`src/sdq_pkg.sv`:
```
package sdq_pkg;

    // One stored event: species, reaction and delay time (unsigned Q16.16)
    typedef struct packed {
        logic [15:0] species;
        logic [15:0] reaction;
        logic [31:0] delay;
    } entry_t;

    localparam int ENTRY_W = $bits(entry_t);

    // Action codes
    localparam logic [1:0] ACT_INSERT  = 2'd0;
    localparam logic [1:0] ACT_EXTRACT = 2'd1;
    localparam logic [1:0] ACT_PEEK    = 2'd2;

    // Result status codes
    localparam logic [1:0] STAT_OK    = 2'd0;
    localparam logic [1:0] STAT_FULL  = 2'd1;
    localparam logic [1:0] STAT_EMPTY = 2'd2;

    // Register file: one 32-bit register, word index taken from paddr[2]
    localparam int         PADDR_W         = 3;
    localparam logic [0:0] REG_TIE_EPSILON = 1'b0;

    typedef enum logic [3:0] {
        ST_IDLE,
        ST_DISPATCH,
        ST_INS_SCAN,
        ST_INS_PUT,
        ST_PEEK_LD,
        ST_EXT_BOUND,
        ST_EXT_COUNT,
        ST_EMIT_RD,
        ST_EMIT_LD,
        ST_RESULT
    } state_t;

endpackage

```
`src/sdq_ram.sv`:
```
module sdq_ram #(
    parameter int WIDTH = 64,
    parameter int DEPTH = 32
) (
    input  logic                     clk,
    input  logic                     wr_en,
    input  logic [$clog2(DEPTH)-1:0] wr_addr,
    input  logic [WIDTH-1:0]         wr_data,
    input  logic                     rd_en,
    input  logic [$clog2(DEPTH)-1:0] rd_addr,
    output logic [WIDTH-1:0]         rd_data
);

    logic [WIDTH-1:0] mem [DEPTH];

    always_ff @(posedge clk)
    begin
        if (wr_en)
        begin
            mem[wr_addr] <= wr_data;
        end
        if (rd_en)
        begin
            rd_data <= mem[rd_addr];
        end
    end

endmodule

```
`src/sorted_delay_event_queue_unit.sv`:
```
// Channel  | Direction | Handshake          | Payload
// ---------+-----------+--------------------+---------------------------------------------
// input    | in        | in_valid/in_stall  | action, species_id, reaction_id, delay_time
// result   | out       | out_valid/out_stall| status, out_species, out_reaction, out_time,
//          |           |                    | last, entries_in_use
// config   | in        | APB                | tie_epsilon at byte address 0
//
// Insert: one RAM step per entry behind the insertion point, each moving that entry back.
// Extract: a bound step, then count steps over the following entries until one lies past
// the bound or the tail is reached, then a read and a load step per result; the load waits
// while the result is stalled. Peek: dispatch, load, result; status-only results: dispatch,
// result. The single read/write port pair of the entry RAM and the one comparator set these
// steps; in_stall is high while an item is worked.
// Reset clears the state, count, head pointer, output valid and tie epsilon; the RAM needs no clearing pass.
// A stalled result holds; the next item is taken while the last result waits.
module sorted_delay_event_queue_unit #(
    parameter int CAPACITY = 32
) (
    input  logic                         clk,
    input  logic                         rst_n,

    input  logic                         in_valid,
    output logic                         in_stall,
    input  logic [1:0]                   action,
    input  logic [15:0]                  species_id,
    input  logic [15:0]                  reaction_id,
    input  logic [31:0]                  delay_time,

    output logic                         out_valid,
    input  logic                         out_stall,
    output logic [1:0]                   status,
    output logic [15:0]                  out_species,
    output logic [15:0]                  out_reaction,
    output logic [31:0]                  out_time,
    output logic                         last,
    output logic [5:0]                   entries_in_use,

    input  logic                         psel,
    input  logic                         penable,
    input  logic                         pwrite,
    input  logic [sdq_pkg::PADDR_W-1:0]  paddr,
    input  logic [31:0]                  pwdata,
    output logic [31:0]                  prdata,
    output logic                         pready
);

    localparam int ADDR_W = $clog2(CAPACITY);
    localparam int CNT_W  = $clog2(CAPACITY + 1);
    localparam logic [CNT_W-1:0] CNT_ONE = CNT_W'(1);
    localparam logic [CNT_W-1:0] CNT_CAP = CNT_W'(CAPACITY);
    localparam int ENTRY_W_L = sdq_pkg::ENTRY_W;

    // Logical position to physical RAM address around the ring
    function automatic logic [ADDR_W-1:0] wrap(input logic [ADDR_W-1:0] base,
                                               input logic [CNT_W-1:0]  off);
        logic [CNT_W:0] sum;
        sum = (CNT_W+1)'(base) + (CNT_W+1)'(off);
        if (sum >= (CNT_W+1)'(CAPACITY))
        begin
            sum = sum - (CNT_W+1)'(CAPACITY);
        end
        return sum[ADDR_W-1:0];
    endfunction

    sdq_pkg::state_t state_reg, state_next;

    logic [1:0]          act_reg, act_next;
    sdq_pkg::entry_t     item_reg, item_next;
    logic [1:0]          res_status_reg, res_status_next;
    logic [CNT_W-1:0]    count_reg, count_next;
    logic [ADDR_W-1:0]   head_reg, head_next;
    logic [CNT_W-1:0]    idx_reg, idx_next;
    logic [CNT_W-1:0]    take_reg, take_next;
    logic [31:0]         bound_reg, bound_next;
    logic [31:0]         eps_reg;

    logic                out_valid_reg, out_valid_next;
    logic [1:0]          status_reg, status_next;
    sdq_pkg::entry_t     out_entry_reg, out_entry_next;
    logic                last_reg, last_next;
    logic [5:0]          entries_reg, entries_next;

    // RAM control
    logic                ram_rd_en;
    logic [CNT_W-1:0]    ram_rd_idx;
    logic                ram_wr_en;
    logic [CNT_W-1:0]    ram_wr_idx;
    sdq_pkg::entry_t     ram_wr_data;
    sdq_pkg::entry_t     ram_rd_data;
    logic [ENTRY_W_L-1:0] ram_rd_bits;

    // Shared comparator and adder
    logic [31:0]         cmp_a, cmp_b;
    logic                cmp_le;
    logic [32:0]         bound_sum;
    logic [31:0]         bound_sat;

    logic                in_fire;
    logic                out_free;
    logic                emit_last;

    assign in_fire  = in_valid && !in_stall;
    assign out_free = !out_valid_reg || !out_stall;

    assign ram_rd_data = sdq_pkg::entry_t'(ram_rd_bits);

    sdq_ram #(
        .WIDTH (ENTRY_W_L),
        .DEPTH (CAPACITY)
    ) u_ram (
        .clk     (clk),
        .wr_en   (ram_wr_en),
        .wr_addr (wrap(head_reg, ram_wr_idx)),
        .wr_data (ram_wr_data),
        .rd_en   (ram_rd_en),
        .rd_addr (wrap(head_reg, ram_rd_idx)),
        .rd_data (ram_rd_bits)
    );

    // Insert scan: new <= stored; extract sizing: stored <= bound
    always_comb
    begin
        if (state_reg == sdq_pkg::ST_INS_SCAN)
        begin
            cmp_a = item_reg.delay;
            cmp_b = ram_rd_data.delay;
        end
        else
        begin
            cmp_a = ram_rd_data.delay;
            cmp_b = bound_reg;
        end
    end

    assign cmp_le    = cmp_a <= cmp_b;
    assign bound_sum = {1'b0, ram_rd_data.delay} + {1'b0, eps_reg};
    assign bound_sat = bound_sum[32] ? '1 : bound_sum[31:0];
    assign emit_last = (idx_reg + CNT_ONE) == take_reg;

    // Next state
    always_comb
    begin
        state_next = state_reg;
        unique case (state_reg)
            sdq_pkg::ST_IDLE:
            begin
                if (in_fire)
                begin
                    state_next = sdq_pkg::ST_DISPATCH;
                end
            end
            sdq_pkg::ST_DISPATCH:
            begin
                unique case (act_reg)
                    sdq_pkg::ACT_INSERT:
                    begin
                        if (count_reg == CNT_CAP)
                        begin
                            state_next = sdq_pkg::ST_RESULT;
                        end
                        else if (count_reg == '0)
                        begin
                            state_next = sdq_pkg::ST_INS_PUT;
                        end
                        else
                        begin
                            state_next = sdq_pkg::ST_INS_SCAN;
                        end
                    end
                    sdq_pkg::ACT_EXTRACT:
                    begin
                        state_next = (count_reg == '0) ? sdq_pkg::ST_RESULT
                                                       : sdq_pkg::ST_EXT_BOUND;
                    end
                    sdq_pkg::ACT_PEEK:
                    begin
                        state_next = (count_reg == '0) ? sdq_pkg::ST_RESULT
                                                       : sdq_pkg::ST_PEEK_LD;
                    end
                    default:
                    begin
                        state_next = sdq_pkg::ST_IDLE;
                    end
                endcase
            end
            sdq_pkg::ST_INS_SCAN:
            begin
                if (!cmp_le)
                begin
                    state_next = sdq_pkg::ST_RESULT;
                end
                else if (idx_reg == '0)
                begin
                    state_next = sdq_pkg::ST_INS_PUT;
                end
            end
            sdq_pkg::ST_INS_PUT:
            begin
                state_next = sdq_pkg::ST_RESULT;
            end
            sdq_pkg::ST_PEEK_LD:
            begin
                state_next = sdq_pkg::ST_RESULT;
            end
            sdq_pkg::ST_EXT_BOUND:
            begin
                state_next = (count_reg == CNT_ONE) ? sdq_pkg::ST_EMIT_RD
                                                    : sdq_pkg::ST_EXT_COUNT;
            end
            sdq_pkg::ST_EXT_COUNT:
            begin
                if (!cmp_le || (idx_reg + CNT_ONE) == count_reg)
                begin
                    state_next = sdq_pkg::ST_EMIT_RD;
                end
            end
            sdq_pkg::ST_EMIT_RD:
            begin
                state_next = sdq_pkg::ST_EMIT_LD;
            end
            sdq_pkg::ST_EMIT_LD:
            begin
                if (out_free)
                begin
                    state_next = emit_last ? sdq_pkg::ST_IDLE : sdq_pkg::ST_EMIT_RD;
                end
            end
            sdq_pkg::ST_RESULT:
            begin
                if (out_free)
                begin
                    state_next = sdq_pkg::ST_IDLE;
                end
            end
            default:
            begin
                state_next = sdq_pkg::ST_IDLE;
            end
        endcase
    end

    // Outputs of the sequencer: RAM port control and input stall
    always_comb
    begin
        in_stall    = 1'b1;
        ram_rd_en   = 1'b0;
        ram_rd_idx  = '0;
        ram_wr_en   = 1'b0;
        ram_wr_idx  = '0;
        ram_wr_data = item_reg;
        unique case (state_reg)
            sdq_pkg::ST_IDLE:
            begin
                in_stall = 1'b0;
            end
            sdq_pkg::ST_DISPATCH:
            begin
                if (act_reg == sdq_pkg::ACT_INSERT)
                begin
                    ram_rd_en  = (count_reg != '0) && (count_reg != CNT_CAP);
                    ram_rd_idx = count_reg - CNT_ONE;
                end
                else
                begin
                    ram_rd_en  = (count_reg != '0);
                    ram_rd_idx = '0;
                end
            end
            sdq_pkg::ST_INS_SCAN:
            begin
                ram_wr_en  = 1'b1;
                ram_wr_idx = idx_reg + CNT_ONE;
                if (cmp_le)
                begin
                    // stored entry moves back one place
                    ram_wr_data = ram_rd_data;
                    ram_rd_en   = (idx_reg != '0);
                    ram_rd_idx  = idx_reg - CNT_ONE;
                end
            end
            sdq_pkg::ST_INS_PUT:
            begin
                ram_wr_en  = 1'b1;
                ram_wr_idx = '0;
            end
            sdq_pkg::ST_EXT_BOUND:
            begin
                ram_rd_en  = (count_reg != CNT_ONE);
                ram_rd_idx = CNT_ONE;
            end
            sdq_pkg::ST_EXT_COUNT:
            begin
                ram_rd_en  = cmp_le && ((idx_reg + CNT_ONE) != count_reg);
                ram_rd_idx = idx_reg + CNT_ONE;
            end
            sdq_pkg::ST_EMIT_RD:
            begin
                ram_rd_en  = 1'b1;
                ram_rd_idx = idx_reg;
            end
            sdq_pkg::ST_PEEK_LD,
            sdq_pkg::ST_EMIT_LD,
            sdq_pkg::ST_RESULT:
            begin
            end
            default:
            begin
            end
        endcase
    end

    // Datapath next values
    always_comb
    begin
        act_next        = act_reg;
        item_next       = item_reg;
        res_status_next = res_status_reg;
        count_next      = count_reg;
        head_next       = head_reg;
        idx_next        = idx_reg;
        take_next       = take_reg;
        bound_next      = bound_reg;
        out_valid_next  = out_valid_reg && out_stall;
        status_next     = status_reg;
        out_entry_next  = out_entry_reg;
        last_next       = last_reg;
        entries_next    = entries_reg;

        case (state_reg)
            sdq_pkg::ST_IDLE:
            begin
                if (in_fire)
                begin
                    act_next          = action;
                    item_next.species = species_id;
                    item_next.reaction = reaction_id;
                    item_next.delay   = delay_time;
                end
            end
            sdq_pkg::ST_DISPATCH:
            begin
                res_status_next = sdq_pkg::STAT_OK;
                idx_next        = count_reg - CNT_ONE;
                if (act_reg == sdq_pkg::ACT_INSERT)
                begin
                    if (count_reg == CNT_CAP)
                    begin
                        res_status_next = sdq_pkg::STAT_FULL;
                    end
                end
                else if (count_reg == '0)
                begin
                    res_status_next = sdq_pkg::STAT_EMPTY;
                    item_next       = '0;
                end
            end
            sdq_pkg::ST_INS_SCAN:
            begin
                if (cmp_le)
                begin
                    idx_next = idx_reg - CNT_ONE;
                end
                else
                begin
                    count_next = count_reg + CNT_ONE;
                end
            end
            sdq_pkg::ST_INS_PUT:
            begin
                count_next = count_reg + CNT_ONE;
            end
            sdq_pkg::ST_PEEK_LD:
            begin
                item_next = ram_rd_data;
            end
            sdq_pkg::ST_EXT_BOUND:
            begin
                // the front always belongs to its own group
                bound_next = bound_sat;
                take_next  = CNT_ONE;
                idx_next   = (count_reg == CNT_ONE) ? '0 : CNT_ONE;
            end
            sdq_pkg::ST_EXT_COUNT:
            begin
                if (cmp_le)
                begin
                    take_next = take_reg + CNT_ONE;
                end
                if (!cmp_le || (idx_reg + CNT_ONE) == count_reg)
                begin
                    idx_next = '0;
                end
                else
                begin
                    idx_next = idx_reg + CNT_ONE;
                end
            end
            sdq_pkg::ST_EMIT_LD:
            begin
                if (out_free)
                begin
                    out_valid_next = 1'b1;
                    status_next    = sdq_pkg::STAT_OK;
                    out_entry_next = ram_rd_data;
                    last_next      = emit_last;
                    entries_next   = 6'(count_reg - take_reg);
                    idx_next       = idx_reg + CNT_ONE;
                    if (emit_last)
                    begin
                        head_next  = wrap(head_reg, take_reg);
                        count_next = count_reg - take_reg;
                    end
                end
            end
            sdq_pkg::ST_RESULT:
            begin
                if (out_free)
                begin
                    out_valid_next = 1'b1;
                    status_next    = res_status_reg;
                    out_entry_next = item_reg;
                    last_next      = 1'b1;
                    entries_next   = 6'(count_reg);
                end
            end
            default:
            begin
            end
        endcase
    end

    always_ff @(posedge clk or negedge rst_n)
    begin
        if (!rst_n)
        begin
            state_reg     <= sdq_pkg::ST_IDLE;
            count_reg     <= '0;
            head_reg      <= '0;
            out_valid_reg <= 1'b0;
            eps_reg       <= '0;
        end
        else
        begin
            state_reg     <= state_next;
            count_reg     <= count_next;
            head_reg      <= head_next;
            out_valid_reg <= out_valid_next;
            if (psel && penable && pwrite && pready &&
                paddr[2] == sdq_pkg::REG_TIE_EPSILON)
            begin
                eps_reg <= pwdata;
            end
        end
    end

    always_ff @(posedge clk)
    begin
        act_reg        <= act_next;
        item_reg       <= item_next;
        res_status_reg <= res_status_next;
        idx_reg        <= idx_next;
        take_reg       <= take_next;
        bound_reg      <= bound_next;
        status_reg     <= status_next;
        out_entry_reg  <= out_entry_next;
        last_reg       <= last_next;
        entries_reg    <= entries_next;
    end

    assign pready = 1'b1;
    assign prdata = (paddr[2] == sdq_pkg::REG_TIE_EPSILON) ? eps_reg : '0;

    assign out_valid      = out_valid_reg;
    assign status         = status_reg;
    assign out_species    = out_entry_reg.species;
    assign out_reaction   = out_entry_reg.reaction;
    assign out_time       = out_entry_reg.delay;
    assign last           = last_reg;
    assign entries_in_use = entries_reg;

endmodule

```
`config.mk`:
```
export PLATFORM = sky130hd
export DESIGN_NAME = sorted_delay_event_queue_unit
export DESIGN_NICKNAME = d
export VERILOG_FILES = /design/src/sdq_pkg.sv /design/src/sdq_ram.sv /design/src/sorted_delay_event_queue_unit.sv
export SDC_FILE = /design/constraint.sdc
export NUM_CORES = 2
export LEC_CHECK = 0
export BUFFER_PORTS_ARGS = -buffer_cell sky130_fd_sc_hd__buf_2
export CORE_MARGIN = 2
export CORE_UTILIZATION = 30
export DETAILED_ROUTE_END_ITERATION = 10
export SLEW_MARGIN = 20
export SYNTH_ARGS = -nofsm -noshare
export SYNTH_HDL_FRONTEND = slang
export SYNTH_SLANG_ARGS = --single-unit
export TNS_END_PERCENT = 20
```
`constraint.sdc`:
```
create_clock -name clk -period 7.7 [get_ports clk]
set_clock_uncertainty 0.05 [all_clocks]
set_input_delay 1.54 -clock clk [delete_from_list [all_inputs] [get_ports clk]]
set_output_delay 1.54 -clock clk [all_outputs]
set_load 0.01 [all_outputs]
```
# [After elaboration in Yosys (flattened, before gate mapping)]
# Memory sizes are Yosys's and may differ from the RTL's. A register that Yosys moved wholly into a read port is not among the register bits.
# Index checks and enable logic that the tools add are counted.
[classes] add_sub_neg=13 multipliers=0 n_div=0 magnitude_cmp=4 n_eq_ne=29 shifts=0 n_mux=65 bitwise=1 reduce_logical=34
[ops] op="64-bit two-way mux" n=7
[ops] op="64-bit one-hot mux with 3 select lines" n=1
[ops] op="64-bit one-hot mux with 2 select lines" n=1
[ops] op="32-bit two-way mux" n=3
[ops] op="6-bit two-way mux" n=12
[ops] op="6-bit one-hot mux with 5 select lines" n=2
[ops] op="4-bit two-way mux" n=9
[ops] op="4-bit one-hot mux with 9 select lines" n=1
[ops] op="32-bit by 32-bit adder with 33-bit output" n=1
[ops] op="32-bit <= comparator" n=1
[ops] op="6-bit one-hot mux with 2 select lines" n=2
[ops] op="5-bit by 6-bit adder with 7-bit output" n=3
[ops] op="7-bit by 6-bit >= comparator with 1-bit output, second input constant" n=3
[ops] op="2-bit inequality test, second input constant" n=10
[ops] op="6-bit by 1-bit adder with 6-bit output, second input constant" n=3
[ops] op="6-bit one-hot mux with 3 select lines" n=1
[ops] op="4-bit by 3-bit equality test with 1-bit output, second input constant" n=4
[ops] op="5-bit two-way mux" n=3
[ops] op="5-bit by 1-bit subtractor with 5-bit output, second input constant" n=3
[ops] op="1-bit two-way mux" n=14
[ops] op="6-bit equality test" n=2
[ops] op="6-bit logical NOT" n=2
[ops] op="4-bit one-hot mux with 3 select lines" n=1
[ops] op="6-bit nonzero test" n=2
[ops] op="other kinds (32)" n=55
[totals] ff_bits=233 latch_bits=0 mem_bits_rw=2048 rom_bits=0 input_bits=108 out_inout_bits=108 elab_cells=166 memories=1
[memory_table] memory="u_ram.mem" depth=32 width=64 read_ports=1 rd_ports_with_merged_regs=1 write_ports=1 line_no="sdq_ram.sv:14" source="logic [WIDTH-1:0] mem [DEPTH];"

# [Logic depth before layout (Yosys ltp)]
[logic_depth] depth_word=8 mapped_depth=29 mapped_depth_nobuf=22

# [Cells and area by module]
# Synthesis repeated with hierarchy kept, for this count alone.
[unflattened] hier_cells=4551 area_unflattened_um2=94360.5
[modules_own_cells] module="sdq_ram" instances=1 cells_per_inst=3096 area_each_um2=79605.1 seq_area_each_um2=63420.8
[modules_own_cells] module="sorted_delay_event_queue_unit" instances=1 cells_per_inst=1455 area_each_um2=14755.4 seq_area_each_um2=6756.5

# [Worst setup path before layout]
# Ideal clock, no wire load.
[synth_path] path_type="input to register" startpoint="in out_stall" endpoint="reg entries_reg[0], in the netlist entries_in_use[0] (enable)" setup_time_ns=0.609 t_arrival_ns=7.014 required_time_ns=7.041 slack_ns=0.027 stages=2 path_buffers=0 cell_sequence="nand2_1 nor3b_1"
[synth_between] elab_chain_len=4 elab_cells_between_ends=5 cone_classes="eq/ne (2); reduce/logical (3)"
[synth_rtl] item="start, declared" line_no="sorted_delay_event_queue_unit.sv:30" source="input logic out_stall,"
[synth_rtl] item="1-bit logical NOT (*)" line_no="sorted_delay_event_queue_unit.sv:103" source="assign out_free = !out_valid_reg || !out_stall;"
[synth_rtl] item="1-bit logical OR (*)" line_no="sorted_delay_event_queue_unit.sv:103"
[synth_rtl] item="2-bit inequality test (no source line)"
[synth_rtl] item="3-bit AND reduction (no source line) (*)"
[synth_rtl] item="end signal, assigned" line_no="sorted_delay_event_queue_unit.sv:467" source="entries_reg <= entries_next;"
[synth_rtl] item="end, declared" line_no="sorted_delay_event_queue_unit.sv:81" source="logic [5:0] entries_reg, entries_next;"
# Mark *: on every way between the ends. The rest lies on a longest branch, timed or not.
# A chain may end at the register's enable or synchronous reset.

# [Worst setup path after layout]
[layout_path] startpoint="reg state_reg[3]" endpoint="reg u_ram.rd_data[30], read port of u_ram.mem, data pin"
[layout_between] elab_chain_len=8 elab_cells_between_ends=17 cone_classes="add/sub (2); order compare (2); eq/ne (5); mux (7); reduce/logical (1)"
[layout_rtl] item="start, declared" line_no="sorted_delay_event_queue_unit.sv:65" source="sdq_pkg::state_t state_reg, state_next;"
[layout_rtl] item="start signal, assigned" line_no="sorted_delay_event_queue_unit.sv:436" source="state_reg <= sdq_pkg::ST_IDLE;"
[layout_rtl] item="start signal, assigned" line_no="sorted_delay_event_queue_unit.sv:444" source="state_reg <= state_next;"
[layout_rtl] item="4-bit by 2-bit equality test with 1-bit output" line_no="sorted_delay_event_queue_unit.sv:123, sorted_delay_event_queue_unit.sv:251"
[layout_rtl] item="32-bit two-way mux" line_no="sorted_delay_event_queue_unit.sv:123" source="if (state_reg == sdq_pkg::ST_INS_SCAN)"
[layout_rtl] item="32-bit <= comparator" line_no="sorted_delay_event_queue_unit.sv:135" source="assign cmp_le = cmp_a <= cmp_b;"
[layout_rtl] item="6-bit two-way mux" line_no="sorted_delay_event_queue_unit.sv:273" source="if (cmp_le)"
[layout_rtl] item="6-bit one-hot mux with 5 select lines" line_no="sorted_delay_event_queue_unit.sv:251" source="unique case (state_reg)"
[layout_rtl] item="5-bit by 6-bit adder with 7-bit output" line_no="sorted_delay_event_queue_unit.sv:57" source="sum = (CNT_W+1)'(base) + (CNT_W+1)'(off);"
[layout_rtl] item="7-bit by 6-bit >= comparator with 1-bit output or 5-bit by 1-bit subtractor with 5-bit output (tied branches)" line_no="sorted_delay_event_queue_unit.sv:58, sorted_delay_event_queue_unit.sv:60"
[layout_rtl] item="5-bit two-way mux" line_no="sorted_delay_event_queue_unit.sv:58" source="if (sum >= (CNT_W+1)'(CAPACITY))"
[layout_rtl] item="end, declared" line_no="sdq_ram.sv:11" source="output logic [WIDTH-1:0] rd_data"
# Several ways; a longest one is shown, not always the timed one.

==> impl_metrics.env <==
export IMPL_postCtsSetupRepairBufs=0
export IMPL_holdWs_ns=0.497
export IMPL_drc=0
export IMPL_timing_final_hold_violations=0
export IMPL_antenna_left=0
export IMPL_synthCells=4494
export IMPL_vias_per_cell=5.10
export IMPL_grt_pass1_wl_mm=350
export IMPL_crit_buf_inv=5
export IMPL_yosysUniqueCellTypes=80
export IMPL_rsz0062_at_grt="no"
export IMPL_final_util_pct=34.9
export IMPL_drt_initial_drc_count=5417
export IMPL_slowest_stage="fa_4"
export IMPL_worstRegToRegCells=22
export IMPL_finalNonFillerCells=9214
export IMPL_placedCellCount=8803
export IMPL_firstDrtPassIters=8
export IMPL_slew_headroom_pct=23.9
export IMPL_root_buffer="clkbuf_16"
export IMPL_fin_crit_ns=6.99
export IMPL_max_cap_viol_count=0
export IMPL_track_usage_pct=15.3
export IMPL_grt_start_max_net_pins=65
export IMPL_placed_area_um2=102000
export IMPL_cts_max_level=4
export IMPL_peakVddDrop_mv=0.474
export IMPL_path_max_fanout=39
export IMPL_clock_latency_ns=0.88
export IMPL_portBuffers=212
export IMPL_start_util_pct=30.1
export IMPL_setup_tns_ns=0
export IMPL_setup_slack_ns=0.714
export IMPL_grt_pass1_vias=47300
export IMPL_timing_rr_start="state_reg[3]"
export IMPL_antenna_found_initial=18
export IMPL_grt_ovfl_total=0
export IMPL_start_kind="flop"
export IMPL_ff2ff_setup_slack_ns=0.71
export IMPL_drv_slew=0
export IMPL_crit_reg2reg_capture="u_ram.rd_data[30]"
export IMPL_cts_sinks=2345
export IMPL_syn_area_um2=94600
export IMPL_p_per_area_nw_per_um2=453
export IMPL_preCtsSetupSlack_ns=0.713
export IMPL_pin_count=216
export IMPL_end_kind="flop"
export IMPL_row_count=206
export IMPL_hold_path_depth=2
export IMPL_path_delay_family="adder cells"
export IMPL_critical_path_required_ns=8.22
export IMPL_die_x_um=565
export IMPL_synth_seq_cells=2345
export IMPL_syn_avg_cell_area_um2=21.0
export IMPL_syn_num_nets=4695
export IMPL_fin_crit_sh_pct=90.7
export IMPL_largest_reg_flops=2048
export IMPL_max_clock_freq_mhz=143
export IMPL_synth_edff_count=2297
export IMPL_worstSetupPathType="flop to flop"
export IMPL_cts_made_buffers=225
export IMPL_post_dp_hpwl_mm=133
export IMPL_yosys_warnings=0
export IMPL_leakagePower_nw=35.0
export IMPL_routed_wl_mm=250
export IMPL_postLayoutCellArea_um2=110000
export IMPL_power_total_mw=49.6
export IMPL_syn2layout_area_growth_pct=16.0
export IMPL_drive_above_1_share_pct=30.7
export IMPL_num_vias=47000
export IMPL_setup_viol=0
export IMPL_cp_cell_sequence="nor2_1 > nand2_1 > or2_4 > buf_4 > mux2i_1 > ha_1 > nand4_1 > nor4_1 > buf_4 > a31oi_1 > a21boi_0 > a211oi_4 > o21ai_0 > o2111ai_1 > ha_4 > inv_1 > fa_4 > buf_12 > buf_12 > mux4_2 > mux4_2 > mux2_4"
export IMPL_fp_dieArea_um2=320000
export IMPL_place_gp_congestion=0.807
export IMPL_clkTransAtPathRegs_ns=0.06
export IMPL_final_nets=5071
export IMPL_worstMarginPinSlew_ns=1.14
export IMPL_outcome="completed"
export IMPL_min_from="item_reg[35]"
export IMPL_clockBufferDepth=3
export IMPL_core_um2=314000
export IMPL_ys_async_sr_fraction_pct=2.05
export IMPL_hp_class="flop to flop"
export IMPL_dominantRegCellSynth="edfxtp_1"
export IMPL_post_cts_resized=0
export IMPL_cts_hold_buf=0
export IMPL_ys_seq_area_share_pct=74.2
export IMPL_cts_tree="done"
export IMPL_fp_dieH_um=565
export IMPL_hold_path_end="out_reaction[3]"
export IMPL_cp_arrival_ns=7.51
export IMPL_max_stage_delay_ns=1.16
export IMPL_wire_per_inst_um=27.1
## worst max path at each step
stage | from | endpoint | depth (start not counted)
floorplan | out_stall | entries_in_use[0] | 2
finish | state_reg[3] | u_ram.rd_data[30] | 22
detailed placement | state_reg[3] | u_ram.rd_data[61] | 22
global route | state_reg[3] | u_ram.rd_data[30] | 22
CTS | state_reg[3] | u_ram.rd_data[30] | 22
global placement | state_reg[3] | u_ram.rd_data[61] | 23
## worst reg2reg max path, stage by stage, from the launching register on
cell       delay, ns
dfrtp_1         0.56
nor2_1          0.10
nand2_1         0.10
or2_4           0.50
buf_4           0.36
mux2i_1         0.11
ha_1            0.32
nand4_1         0.14
nor4_1          0.30
buf_4           0.18
a31oi_1         0.07
a21boi_0        0.19
a211oi_4        0.39
o21ai_0         0.14
o2111ai_1       0.18
ha_4            0.19
inv_1           0.05
fa_4            1.16
buf_12          0.26
buf_12          0.22
mux4_2          0.35
mux4_2          0.49
mux2_4          0.30
## area by class of cell
cell class	instances	area (µm²)
Fill cell	28900	205000
Sequential cell	2345	70200
Multi-Input combinational cell	1890	23600
Clock buffer	274	5840
Tap cell	4160	5200
Timing Repair Buffer	376	3210
Clock inverter	134	1510
Inverter	32	120
Antenna cell	3	7.51
## cell usage after synthesis (6+ instances only)
library cell / count / area [µm²]
buf_6: 8 / 90.1
ha_1: 88 / 1100
buf_1: 39 / 146
mux4_2: 640 / 14400
nor2_1: 94 / 353
mux2_2: 101 / 1140
inv_1: 30 / 113
buf_2: 23 / 115
nor3_1: 21 / 105
xor2_1: 27 / 236
a31oi_1: 6 / 37.5
nand2_1: 379 / 1420
clkbuf_1: 149 / 559
xnor2_1: 46 / 403
a21o_1: 16 / 120
and3_1: 13 / 81.3
mux2i_1: 32 / 320
a22o_1: 67 / 587
o221ai_1: 7 / 61.3
mux2_4: 60 / 901
nor2b_1: 44 / 275
dfrtp_1: 48 / 1200
o22ai_1: 6 / 37.5
nand3_1: 25 / 125
o21ai_0: 44 / 220
a21oi_1: 59 / 295
edfxtp_1: 2297 / 69000
nand4_1: 11 / 68.8
nand2b_1: 8 / 50.1
buf_4: 6 / 45.0
## power by group
| group | internal (mW) | leakage (nW) | switching, mW | total (mW) |
|---|---|---|---|---|
| clock | 6.24 | 3.56 | 4.82 | 11.1 |
| combinational | 9.53 | 10.1 | 10.6 | 20.1 |
| sequential | 17.6 | 21.3 | 0.835 | 18.4 |
## placed cells by master, fill, tap and decap left out, drive strengths merged, types with 27 or more instances in the layout
cell       n
edfxtp  2297
mux4     640
nand2    379
buf      376
clkbuf   274
mux2     161
clkinv    97
nor2      94
ha        88
a22o      67
a21oi     61
dfrtp     48
xnor2     48
o21ai     47
nor2b     44
inv       39
mux2i     32
xor2      27
## layer usage
layer	vias up	wire length [µm]	GRT usage [%]
li1	19300	-	-
met1	25500	107000	21.3
met2	1907	121000	25.3
met3	302	17300	2.19
met4	6	4580	3.58
met5	-	37	0
## cells by family (layout without fill, tap and decap cells)
group           count (synthesis)  after routing  synth area share [%]
flops                        2345           2345                  74.2
fa+ha+maj                      93             93                  1.27
buf+inv                       259            816                  1.17
mux                           833            833                  17.7
xor+xnor                       76             76                 0.758
compound gates                264            264                  2.00
simple gates                  623            623                  2.83
other cells                     1              4               0.00397
Power figures use the tool's default switching activity.
